`src/rtl/acpu_pkg.sv`:
```
// ----------------------------------------------------------------------------
// acpu_pkg
// Types and codes shared by the accumulator execute block.
// ----------------------------------------------------------------------------
package acpu_pkg;

    // Instruction opcodes
    typedef enum logic [7:0] {
        OP_LDM = 8'h00,
        OP_LDI = 8'h01,
        OP_STM = 8'h02,
        OP_ADD = 8'h03,
        OP_SUB = 8'h04,
        OP_MUL = 8'h05,
        OP_DIV = 8'h06,
        OP_INC = 8'h07,
        OP_DEC = 8'h08,
        OP_AND = 8'h09,
        OP_OR  = 8'h0A,
        OP_NOT = 8'h0B,
        OP_JMP = 8'h0C,
        OP_JZ  = 8'h0D,
        OP_JNZ = 8'h0E,
        OP_JG  = 8'h0F,
        OP_JL  = 8'h10,
        OP_JGE = 8'h11,
        OP_JLE = 8'h12,
        OP_HLT = 8'h13
    } opcode_t;

    // Fault codes reported with each result
    typedef enum logic [1:0] {
        FLT_NONE   = 2'd0,
        FLT_OPCODE = 2'd1,
        FLT_DIVZ   = 2'd2
    } fault_t;

    // Sequencer states
    typedef enum logic [2:0] {
        ST_IDLE,
        ST_READ,
        ST_EXEC,
        ST_DIV,
        ST_DFIN
    } state_t;

    // Divider step count
    localparam int unsigned DIV_STEPS = 8;

    // Controller to datapath
    typedef struct packed {
        logic load_inst;
        logic div_start;
        logic div_step;
        logic commit;
    } cmd_t;

    // Datapath to controller
    typedef struct packed {
        logic div_go;
    } sts_t;

    // Result word, next_pc in the lowest bits
    typedef struct packed {
        logic [3:0]        pad;
        fault_t            fault_code;
        logic              halted;
        logic              status_flag;
        logic signed [7:0] accumulator;
        logic [7:0]        next_pc;
    } result_t;

endpackage

```
`src/rtl/acpu_ctrl.sv`:
```
// ----------------------------------------------------------------------------
// acpu_ctrl
// Instruction sequencer: fetch-word accept, store read, execute, divide
// iterations, commit, and the output word valid flag.
// ----------------------------------------------------------------------------
module acpu_ctrl
    import acpu_pkg::*;
(
    input  logic clk,
    input  logic rst_n,
    input  logic in_valid,
    output logic in_ready,
    output logic out_valid,
    input  logic out_ready,
    input  sts_t sts,
    output cmd_t cmd
);

    localparam int CW = $clog2(DIV_STEPS);

    state_t          state_reg, state_next;
    logic [CW-1:0]   cnt_reg, cnt_next;
    logic            ovld_reg, ovld_next;
    logic            out_free;

    assign out_free = !ovld_reg || out_ready;

    // Next state
    always_comb
    begin
        state_next = state_reg;
        case (state_reg)
            ST_IDLE:
            begin
                if (in_valid)
                    state_next = ST_READ;
            end
            ST_READ:
                state_next = ST_EXEC;
            ST_EXEC:
            begin
                if (sts.div_go)
                    state_next = ST_DIV;
                else if (out_free)
                    state_next = ST_IDLE;
            end
            ST_DIV:
            begin
                if (cnt_reg == CW'(DIV_STEPS - 1))
                    state_next = ST_DFIN;
            end
            ST_DFIN:
            begin
                if (out_free)
                    state_next = ST_IDLE;
            end
            default:
                state_next = ST_IDLE;
        endcase
    end

    // Outputs and commands
    always_comb
    begin
        cmd      = '0;
        in_ready = 1'b0;
        cnt_next = cnt_reg;
        case (state_reg)
            ST_IDLE:
            begin
                in_ready      = 1'b1;
                cmd.load_inst = in_valid;
            end
            ST_EXEC:
            begin
                if (sts.div_go)
                begin
                    cmd.div_start = 1'b1;
                    cnt_next      = '0;
                end
                else
                    cmd.commit = out_free;
            end
            ST_DIV:
            begin
                cmd.div_step = 1'b1;
                cnt_next     = cnt_reg + 1'b1;
            end
            ST_DFIN:
                cmd.commit = out_free;
            default:
                cmd = '0;
        endcase
    end

    // Output word valid
    always_comb
    begin
        if (cmd.commit)
            ovld_next = 1'b1;
        else if (out_ready)
            ovld_next = 1'b0;
        else
            ovld_next = ovld_reg;
    end

    assign out_valid = ovld_reg;

    always_ff @(posedge clk or negedge rst_n)
    begin
        if (!rst_n)
        begin
            state_reg <= ST_IDLE;
            cnt_reg   <= '0;
            ovld_reg  <= 1'b0;
        end
        else
        begin
            state_reg <= state_next;
            cnt_reg   <= cnt_next;
            ovld_reg  <= ovld_next;
        end
    end

endmodule

```
`src/rtl/acpu_div.sv`:
```
// ----------------------------------------------------------------------------
// acpu_div
// Restoring divider on 8-bit magnitudes, one quotient bit per step.
// ----------------------------------------------------------------------------
module acpu_div
    import acpu_pkg::*;
(
    input  logic       clk,
    input  logic       start,
    input  logic       step,
    input  logic [7:0] dividend,
    input  logic [7:0] divisor,
    output logic [7:0] quotient
);

    logic [7:0] rem_reg, rem_next;
    logic [7:0] quo_reg, quo_next;
    logic [7:0] dvs_reg, dvs_next;
    logic [8:0] shifted;
    logic [8:0] diff;
    logic       ge;

    // Operand load on start, else one shift-subtract step
    always_comb
    begin
        shifted  = {rem_reg, quo_reg[7]};
        diff     = shifted - {1'b0, dvs_reg};
        ge       = shifted >= {1'b0, dvs_reg};
        rem_next = rem_reg;
        quo_next = quo_reg;
        dvs_next = dvs_reg;
        if (start)
        begin
            rem_next = '0;
            quo_next = dividend;
            dvs_next = divisor;
        end
        else if (step)
        begin
            rem_next = ge ? diff[7:0] : shifted[7:0];
            quo_next = {quo_reg[6:0], ge};
        end
    end

    always_ff @(posedge clk)
    begin
        rem_reg <= rem_next;
        quo_reg <= quo_next;
        dvs_reg <= dvs_next;
    end

    assign quotient = quo_reg;

endmodule

```
`src/rtl/acpu_dp.sv`:
```
// ----------------------------------------------------------------------------
// acpu_dp
// Execute datapath: instruction latch, pc, accumulator, status and halt
// registers, data store with per-entry valid bits, ALU and result register.
// ----------------------------------------------------------------------------
module acpu_dp
    import acpu_pkg::*;
#(
    parameter int DATA_DEPTH = 256
)
(
    input  logic        clk,
    input  logic        rst_n,
    input  logic [7:0]  opcode,
    input  logic [7:0]  operand,
    input  cmd_t        cmd,
    output sts_t        sts,
    output result_t     result
);

    localparam int AW = $clog2(DATA_DEPTH);

    logic [7:0]          opc_reg;
    logic signed [7:0]   opr_reg;
    logic [7:0]          pc_reg, pc_next;
    logic signed [7:0]   acc_reg, acc_next;
    logic                stat_reg, stat_next;
    logic                halt_reg, halt_next;
    logic [7:0]          mem_q_reg;
    logic                vld_q_reg;
    result_t             res_reg;

    logic [7:0]          mem [DATA_DEPTH];
    logic [DATA_DEPTH-1:0] vld_reg;

    logic [AW-1:0]       addr_lut [256];
    logic [AW-1:0]       addr;
    logic signed [7:0]   a;
    logic signed [7:0]   m;
    logic signed [15:0]  prod;
    logic [7:0]          a_mag;
    logic [7:0]          m_mag;
    logic [7:0]          quo_mag;
    logic signed [7:0]   quo;
    logic [7:0]          pc_inc1;
    logic [7:0]          pc_inc2;
    logic                store;
    fault_t              fault;
    logic signed [7:0]   r_tmp;

    // Carry and overflow terms of the status bit
    function automatic logic flag_set(input logic signed [7:0] fa,
                                      input logic signed [7:0] fb,
                                      input logic signed [7:0] fr,
                                      input logic            use_carry);
        logic signed [8:0] s;
        logic carry;
        logic ovf;
        s     = {fa[7], fa} + {fb[7], fb};
        carry = s[8] != s[7];
        ovf   = (!fa[7] && fa != 0 && !fb[7] && fb != 0 && fr[7]) ||
                (fa[7] && fb[7] && !fr[7] && fr != 0);
        return (use_carry && carry) || ovf;
    endfunction

    // Operand to store address, reduced at elaboration
    for (genvar i = 0; i < 256; i++)
    begin : g_addr
        localparam int unsigned AIDX = i % DATA_DEPTH;
        assign addr_lut[i] = AIDX[AW-1:0];
    end

    // Raw operand bits index the table
    assign addr = addr_lut[$unsigned(opr_reg)];

    // Instruction latch
    always_ff @(posedge clk)
    begin
        if (cmd.load_inst)
        begin
            opc_reg <= opcode;
            opr_reg <= operand;
        end
    end

    // Data store, registered read
    always_ff @(posedge clk)
    begin
        if (cmd.commit && store)
            mem[addr] <= acc_reg;
        mem_q_reg <= mem[addr];
    end

    // Entry valid bits; an unwritten entry reads as zero
    always_ff @(posedge clk or negedge rst_n)
    begin
        if (!rst_n)
        begin
            vld_reg   <= '0;
            vld_q_reg <= 1'b0;
        end
        else
        begin
            if (cmd.commit && store)
                vld_reg[addr] <= 1'b1;
            vld_q_reg <= vld_reg[addr];
        end
    end

    assign a = acc_reg;
    assign m = vld_q_reg ? mem_q_reg : 8'sd0;

    // Divider on magnitudes, sign fixed afterwards
    assign a_mag = a[7] ? (~a + 8'd1) : a;
    assign m_mag = m[7] ? (~m + 8'd1) : m;

    acpu_div u_div (
        .clk      (clk),
        .start    (cmd.div_start),
        .step     (cmd.div_step),
        .dividend (a_mag),
        .divisor  (m_mag),
        .quotient (quo_mag)
    );

    assign quo = (a[7] ^ m[7]) ? (~quo_mag + 8'd1) : quo_mag;

    assign sts.div_go = !halt_reg && (opc_reg == OP_DIV) && (m != 8'sd0);

    assign prod    = a * m;
    assign pc_inc1 = pc_reg + 8'd1;
    assign pc_inc2 = pc_reg + 8'd2;

    // Instruction execute
    always_comb
    begin
        pc_next   = pc_inc1;
        acc_next  = a;
        stat_next = stat_reg;
        halt_next = halt_reg;
        store     = 1'b0;
        fault     = FLT_NONE;
        r_tmp     = a;
        case (opcode_t'(opc_reg))
            OP_LDM: acc_next = m;
            OP_LDI: acc_next = opr_reg;
            OP_STM: store = 1'b1;
            OP_ADD:
            begin
                r_tmp     = a + m;
                acc_next  = r_tmp;
                stat_next = stat_reg | flag_set(a, m, r_tmp, 1'b1);
            end
            OP_SUB:
            begin
                r_tmp     = a - m;
                acc_next  = r_tmp;
                stat_next = stat_reg | flag_set(a, m, r_tmp, 1'b1);
            end
            OP_MUL:
            begin
                r_tmp     = prod[7:0];
                acc_next  = r_tmp;
                stat_next = stat_reg | flag_set(a, m, r_tmp, 1'b0);
            end
            OP_DIV:
            begin
                if (m == 8'sd0)
                    fault = FLT_DIVZ;
                else
                    acc_next = quo;
            end
            OP_INC:
            begin
                r_tmp     = a + 8'sd1;
                acc_next  = r_tmp;
                stat_next = stat_reg | flag_set(a, 8'sd1, r_tmp, 1'b1);
            end
            OP_DEC:
            begin
                r_tmp     = a - 8'sd1;
                acc_next  = r_tmp;
                stat_next = stat_reg | flag_set(a, -8'sd1, r_tmp, 1'b1);
            end
            OP_AND: acc_next = a & m;
            OP_OR:  acc_next = a | m;
            OP_NOT: acc_next = ~a;
            OP_JMP: pc_next = opr_reg;
            OP_JZ:  pc_next = (a == 8'sd0) ? opr_reg : pc_inc2;
            OP_JNZ: pc_next = (a != 8'sd0) ? opr_reg : pc_inc2;
            OP_JG:  pc_next = (a > 8'sd0) ? opr_reg : pc_inc2;
            OP_JL:  pc_next = (a < 8'sd0) ? opr_reg : pc_inc2;
            OP_JGE: pc_next = (a >= 8'sd0) ? opr_reg : pc_inc2;
            OP_JLE: pc_next = (a <= 8'sd0) ? opr_reg : pc_inc2;
            OP_HLT:
            begin
                pc_next   = pc_reg;
                halt_next = 1'b1;
                stat_next = stat_reg | (a == 8'sd0);
            end
            default: fault = FLT_OPCODE;
        endcase

        // Fault: halt, architectural state untouched
        if (fault != FLT_NONE)
        begin
            pc_next   = pc_reg;
            acc_next  = a;
            stat_next = stat_reg;
            halt_next = 1'b1;
            store     = 1'b0;
        end

        // Halted machine ignores the instruction
        if (halt_reg)
        begin
            pc_next   = pc_reg;
            acc_next  = a;
            stat_next = stat_reg;
            halt_next = 1'b1;
            store     = 1'b0;
            fault     = FLT_NONE;
        end
    end

    // Architectural state
    always_ff @(posedge clk or negedge rst_n)
    begin
        if (!rst_n)
        begin
            pc_reg   <= '0;
            acc_reg  <= '0;
            stat_reg <= 1'b0;
            halt_reg <= 1'b0;
        end
        else if (cmd.commit)
        begin
            pc_reg   <= pc_next;
            acc_reg  <= acc_next;
            stat_reg <= stat_next;
            halt_reg <= halt_next;
        end
    end

    // Result word register
    always_ff @(posedge clk)
    begin
        if (cmd.commit)
        begin
            res_reg.pad         <= '0;
            res_reg.fault_code  <= fault;
            res_reg.halted      <= halt_next;
            res_reg.status_flag <= stat_next;
            res_reg.accumulator <= acc_next;
            res_reg.next_pc     <= pc_next;
        end
    end

    assign result = res_reg;

endmodule

```
`src/rtl/accumulator_cpu_execute.sv`:
```
// ----------------------------------------------------------------------------
// accumulator_cpu_execute
// Execute stage of an 8-bit signed accumulator machine with a data store.
// ----------------------------------------------------------------------------
// One instruction word in gives one result word out. An ordinary instruction
// passes through accept, a registered data store read and execute, where its
// result word is registered; a divide adds the 8 steps of the shift-subtract
// divider and a final commit state before its result is registered. The next
// instruction is accepted as soon as the previous one has executed, while its
// result may still wait in the output register; a result that is still
// waiting holds the following instruction in its execute cycle. The data
// store keeps one valid bit per entry, so it needs no clearing pass after
// reset and an unwritten entry reads as zero.
module accumulator_cpu_execute
    import acpu_pkg::*;
#(
    parameter int DATA_DEPTH = 256
)
(
    input  logic        clk,
    input  logic        rst_n,
    input  logic        s_axis_tvalid,
    output logic        s_axis_tready,
    input  logic [15:0] s_axis_tdata,   // opcode[7:0], operand[15:8]
    output logic        m_axis_tvalid,
    input  logic        m_axis_tready,
    output logic [23:0] m_axis_tdata    // next_pc[7:0], accumulator[15:8],
                                        // status_flag[16], halted[17],
                                        // fault_code[19:18], zero[23:20]
);

    cmd_t    cmd;
    sts_t    sts;
    result_t result;

    acpu_ctrl u_ctrl (
        .clk       (clk),
        .rst_n     (rst_n),
        .in_valid  (s_axis_tvalid),
        .in_ready  (s_axis_tready),
        .out_valid (m_axis_tvalid),
        .out_ready (m_axis_tready),
        .sts       (sts),
        .cmd       (cmd)
    );

    acpu_dp #(
        .DATA_DEPTH (DATA_DEPTH)
    ) u_dp (
        .clk     (clk),
        .rst_n   (rst_n),
        .opcode  (s_axis_tdata[7:0]),
        .operand (s_axis_tdata[15:8]),
        .cmd     (cmd),
        .sts     (sts),
        .result  (result)
    );

    assign m_axis_tdata = result;

endmodule

```
`config.mk`:
```
export PLATFORM = sky130hd
export DESIGN_NAME = accumulator_cpu_execute
export DESIGN_NICKNAME = d
export VERILOG_FILES = /design/src/rtl/acpu_pkg.sv /design/src/rtl/acpu_ctrl.sv /design/src/rtl/acpu_div.sv /design/src/rtl/acpu_dp.sv /design/src/rtl/accumulator_cpu_execute.sv
export SDC_FILE = /design/constraint.sdc
export NUM_CORES = 2
export LEC_CHECK = 0
export ABC_AREA = 1
export BUFFER_PORTS_ARGS = -buffer_cell sky130_fd_sc_hd__clkbuf_2
export CAP_MARGIN = 25
export CELL_PAD_IN_SITES_DETAIL_PLACEMENT = 2
export CELL_PAD_IN_SITES_GLOBAL_PLACEMENT = 2
export CORE_MARGIN = 2
export CORE_UTILIZATION = 42
export DETAILED_ROUTE_END_ITERATION = 10
export PLACE_DENSITY_LB_ADDON = 0.2
export REMOVE_ABC_BUFFERS = 1
export SYNTH_ARGS = -nofsm -noshare
export SYNTH_HDL_FRONTEND = slang
export SYNTH_SLANG_ARGS = --single-unit
```
`constraint.sdc`:
```
create_clock -name clk -period 7.95 [get_ports clk]
set_input_delay 1.59 -clock clk [delete_from_list [all_inputs] [get_ports clk]]
set_output_delay 1.59 -clock clk [all_outputs]
set_load 0.05 [all_outputs]
```
==> impl_results.md <==
* Status: finished, final reports clean
* Setup_tns at 0 ns
* Synth Area in Adders at 0.0110
* Pin count of the biggest net entering global routing at 144
* Clock latency on the worst-skew pair at 0.95 ns
* Syn_area_per_cell at 13.7 um2
* Post-synth EDFFs at 2,100
* Cell Pwr Density at 338 mW/mm2
* Crit-path leading delay family: adder cells
* Leak pwr at 38.8 nW
* Setup Crit Path Kind: reg2reg
* Full die area at 0.231 mm2
* Ys flop type: edfxtp_1
* Vias/cell at 6.26
* Worst hold path class: reg2reg
* Max reg flops at 2,048
* Crit path depth at 21
* CP max FO at 66
* Clk_skew at 0.0695 ns
* Synth area leaders: edfxtp_1, a22oi_1, dfrtp_1
* Core area at 0.225 mm2
* Crit path buf inv count at 4
* Grt total ovfl at 0
* Worst vdd ir at 231 uV
* Buffers on Ports at 41
* Cell count after synthesis at 6,944
* Area growth from synthesis to layout at 12.9%
* Largest family of logic cells by synthesized area: compound AO/OA/AOI/OAI gates
* WL per Instance at 34.8 um
* Setup bufs post-CTS at 0
* Final WS setup at 2.22 ns
* Max Clk Rate at 175 MHz
* Row count at 174
* Setup crit end kind: flop
* Drt initial violations at 7,185
* Clk root buf: clkbuf_16
* Worst Setup EP: u_dp.result[16]
* H-tree lvl count at 5
* Starting Density at 0.423
* Worst setup path startpoint: u_dp.a[2]
* CTS clk-pin slew, worst paths at 0.06 ns
* # DRC at 0
* IO Pins at 46
* Max-cap viol count at 0
* Dpl ws at 2.38 ns
* CTS resizes at 0
* Compound-Gate Fraction of Synth Area at 0.131
* Max-Slew Margin vs Limit at 0.211
* Final ANT Viol Nets at 0
* Die H at 480 um
* Maximum buffer depth of the clock tree at 4
* Die width at 480 um
* Routed vias at 63,700
* Final min period at 5.73 ns
* DP Wirelength at 211,000 um
* Yosys top cell area share at 0.662
* R2r endpoint: u_dp.result[16]
* Final setup fails at 0
* CP cell instances: clkinv_1, nor2_1, fa_1, ha_1, fa_1, inv_1, fa_1, inv_1, ha_1, a21oi_1, nand3_1, nand2_1, nand3_1, nand2_1, inv_1, nand3_1, nand2_1, nand2_1, nand3_1, nand3_1, nand2_1
* R2r setup slk at 2.22 ns
* Vias in the first global route at 68,500
* Clock sink count at 2,398
* Post-synth ARST share at 0.118
* FF-to-FF Start: u_dp.a[2]
* Critical Path Start Type: flop
* RePlAce Congestion at 0.890
* CTS Hold Bufs at 0
* Post-synth top cells: edfxtp_1, a22oi_1, nand2_1, nor2_1, clkbuf_1
* Critical path's largest stage delay at 1.04 ns
* Pre-antenna DRT Iters at 6
* Mux share of post-synthesis cell area at 0
* CTS tree: yes
* RSZ-0062 raised after global routing: no
* Worst-margin pin slew at 1.18 ns
* Sequential area share after synthesis at 0.739
* Nets at 7,076
* Synth warn at 0
* CTS Buf Count at 277
* Initial antenna violation count at 19
* Final Hold Vio Count at 0
* Post-synth top area cell: edfxtp_1
* Synth Area in Simple Gates at 0.0840
* Register-to-Register Path Depth at 21
* Required @ worst endpoint at 8.59 ns
* Post-Syn Area at 0.0953 mm2
* Number of synthesized register bits at 2,398
* Fin. max-slew vios at 0
* Fill count at 21,300
* CP arrival at 6.38 ns
* Count leader, synth: edfxtp_1
* Share of layout cells above drive strength 1 at 0.0996
* Final WL at 354,000 um
* GRT Overall Usage at 0.304
* Number of library cell types mapped by synthesis at 60
* Post-Synth XOR/XNOR Area at 0.00340
* CP max-delay cell: dfrtp_4
* Tcrit/Tclk final at 0.721
* First-pass GRT wire length at 510,000 um
[per-stage QoR]
| step | instance area (um2) | util | total power (W) | instances | hold slack, ns |
|---|---|---|---|---|---|
| 6_report | 108000 | 0.478 | 0.0364 | 10200 | 0.459 |
| 2_1_floorplan | 93600 | - | 0.0208 | 6518 | 0.427 |
| 3_5_place_dp | 98900 | 0.439 | 0.0241 | 9687 | 0.450 |
| 5_1_grt | 108000 | 0.478 | 0.0374 | 10200 | 0.476 |
| 3_3_place_gp | 98900 | 0.439 | 0.0238 | 9682 | 0.437 |
| 4_1_cts | 107000 | 0.477 | 0.0364 | 10200 | 0.464 |
[logic make-up after synthesis]
kind of cell / Yosys count
fa+ha+maj: 75
compound gates: 1796
flops: 2398
simple gates: 1884
other cells: 1
xor+xnor: 37
buf+inv: 753
[area by class of cell]
| type | count | area, um2 | area share |
|---|---|---|---|
| clock inverter | 88 | 714 | 0.00664 |
| multi-input combinational | 3796 | 22000 | 0.204 |
| tap | 2992 | 3740 | 0.0348 |
| antenna | 4 | 10.0 | 0.0000930 |
| inverter | 324 | 1240 | 0.0115 |
| clock buffer | 388 | 7820 | 0.0727 |
| sequential | 2398 | 70500 | 0.655 |
| timing repair buffer | 184 | 1610 | 0.0150 |
[worst min-delay path by stage]
stage,start,to,slack [ns],depth (start not counted)
after floorplan,u_dp.vld_reg[103],u_dp.vld_reg[103],0.43,2
after global placement,u_dp.vld_reg[199],u_dp.vld_reg[199],0.44,2
after detailed placement,u_dp.vld_reg[151],u_dp.vld_reg[151],0.45,2
after CTS,u_dp.vld_reg[139],u_dp.vld_reg[139],0.46,2
after global routing,u_dp.vld_reg[30],u_dp.vld_reg[30],0.48,2
final,u_dp.vld_reg[83],u_dp.vld_reg[83],0.46,2
[cells in the final DEF, fill, tap and decap left out, drive strengths merged, types with 60 or more instances in the layout]
master / netlist / final
nand4: 75 / 75
nand3: 84 / 84
nor2: 434 / 434
a21oi: 203 / 203
inv: 319 / 321
edfxtp: 2100 / 2100
clkbuf: 325 / 429
a22oi: 1100 / 1100
dfrtp: 282 / 282
nand2: 1114 / 1114
o21ai: 219 / 219
ha: 60 / 60
or2: 104 / 104
o221ai: 67 / 67
clkinv: 5 / 77
buf: 104 / 143
[worst reg2reg max path, delay by kind of cell (launching register included)]
kind | cells | cell delay, ns
DFF | 1 | 1.04
buffers and inverters | 4 | 0.74
and+or+nand+nor | 11 | 1.30
AOI/OAI and AO/OA | 1 | 0.29
adders and majority gates | 5 | 2.11
[report_power, final]
part           switching [W]  internal (W)  total (W)
logic                0.00648       0.00165    0.00813
clock network        0.00515       0.00719     0.0123
registers           0.000558        0.0154     0.0159
total                 0.0122        0.0242     0.0364
[routing by layer]
layer,part of all wire,track usage,up-vias,routed length [um]
met5,0.00026,0,-,91
met4,0.043,0.117,14,15400
met3,0.067,0.0477,717,23600
met2,0.48,0.499,2733,171000
met1,0.41,0.406,34100,144000
li1,-,-,26100,-
Note: power is estimated with default switching activity, not from simulation.
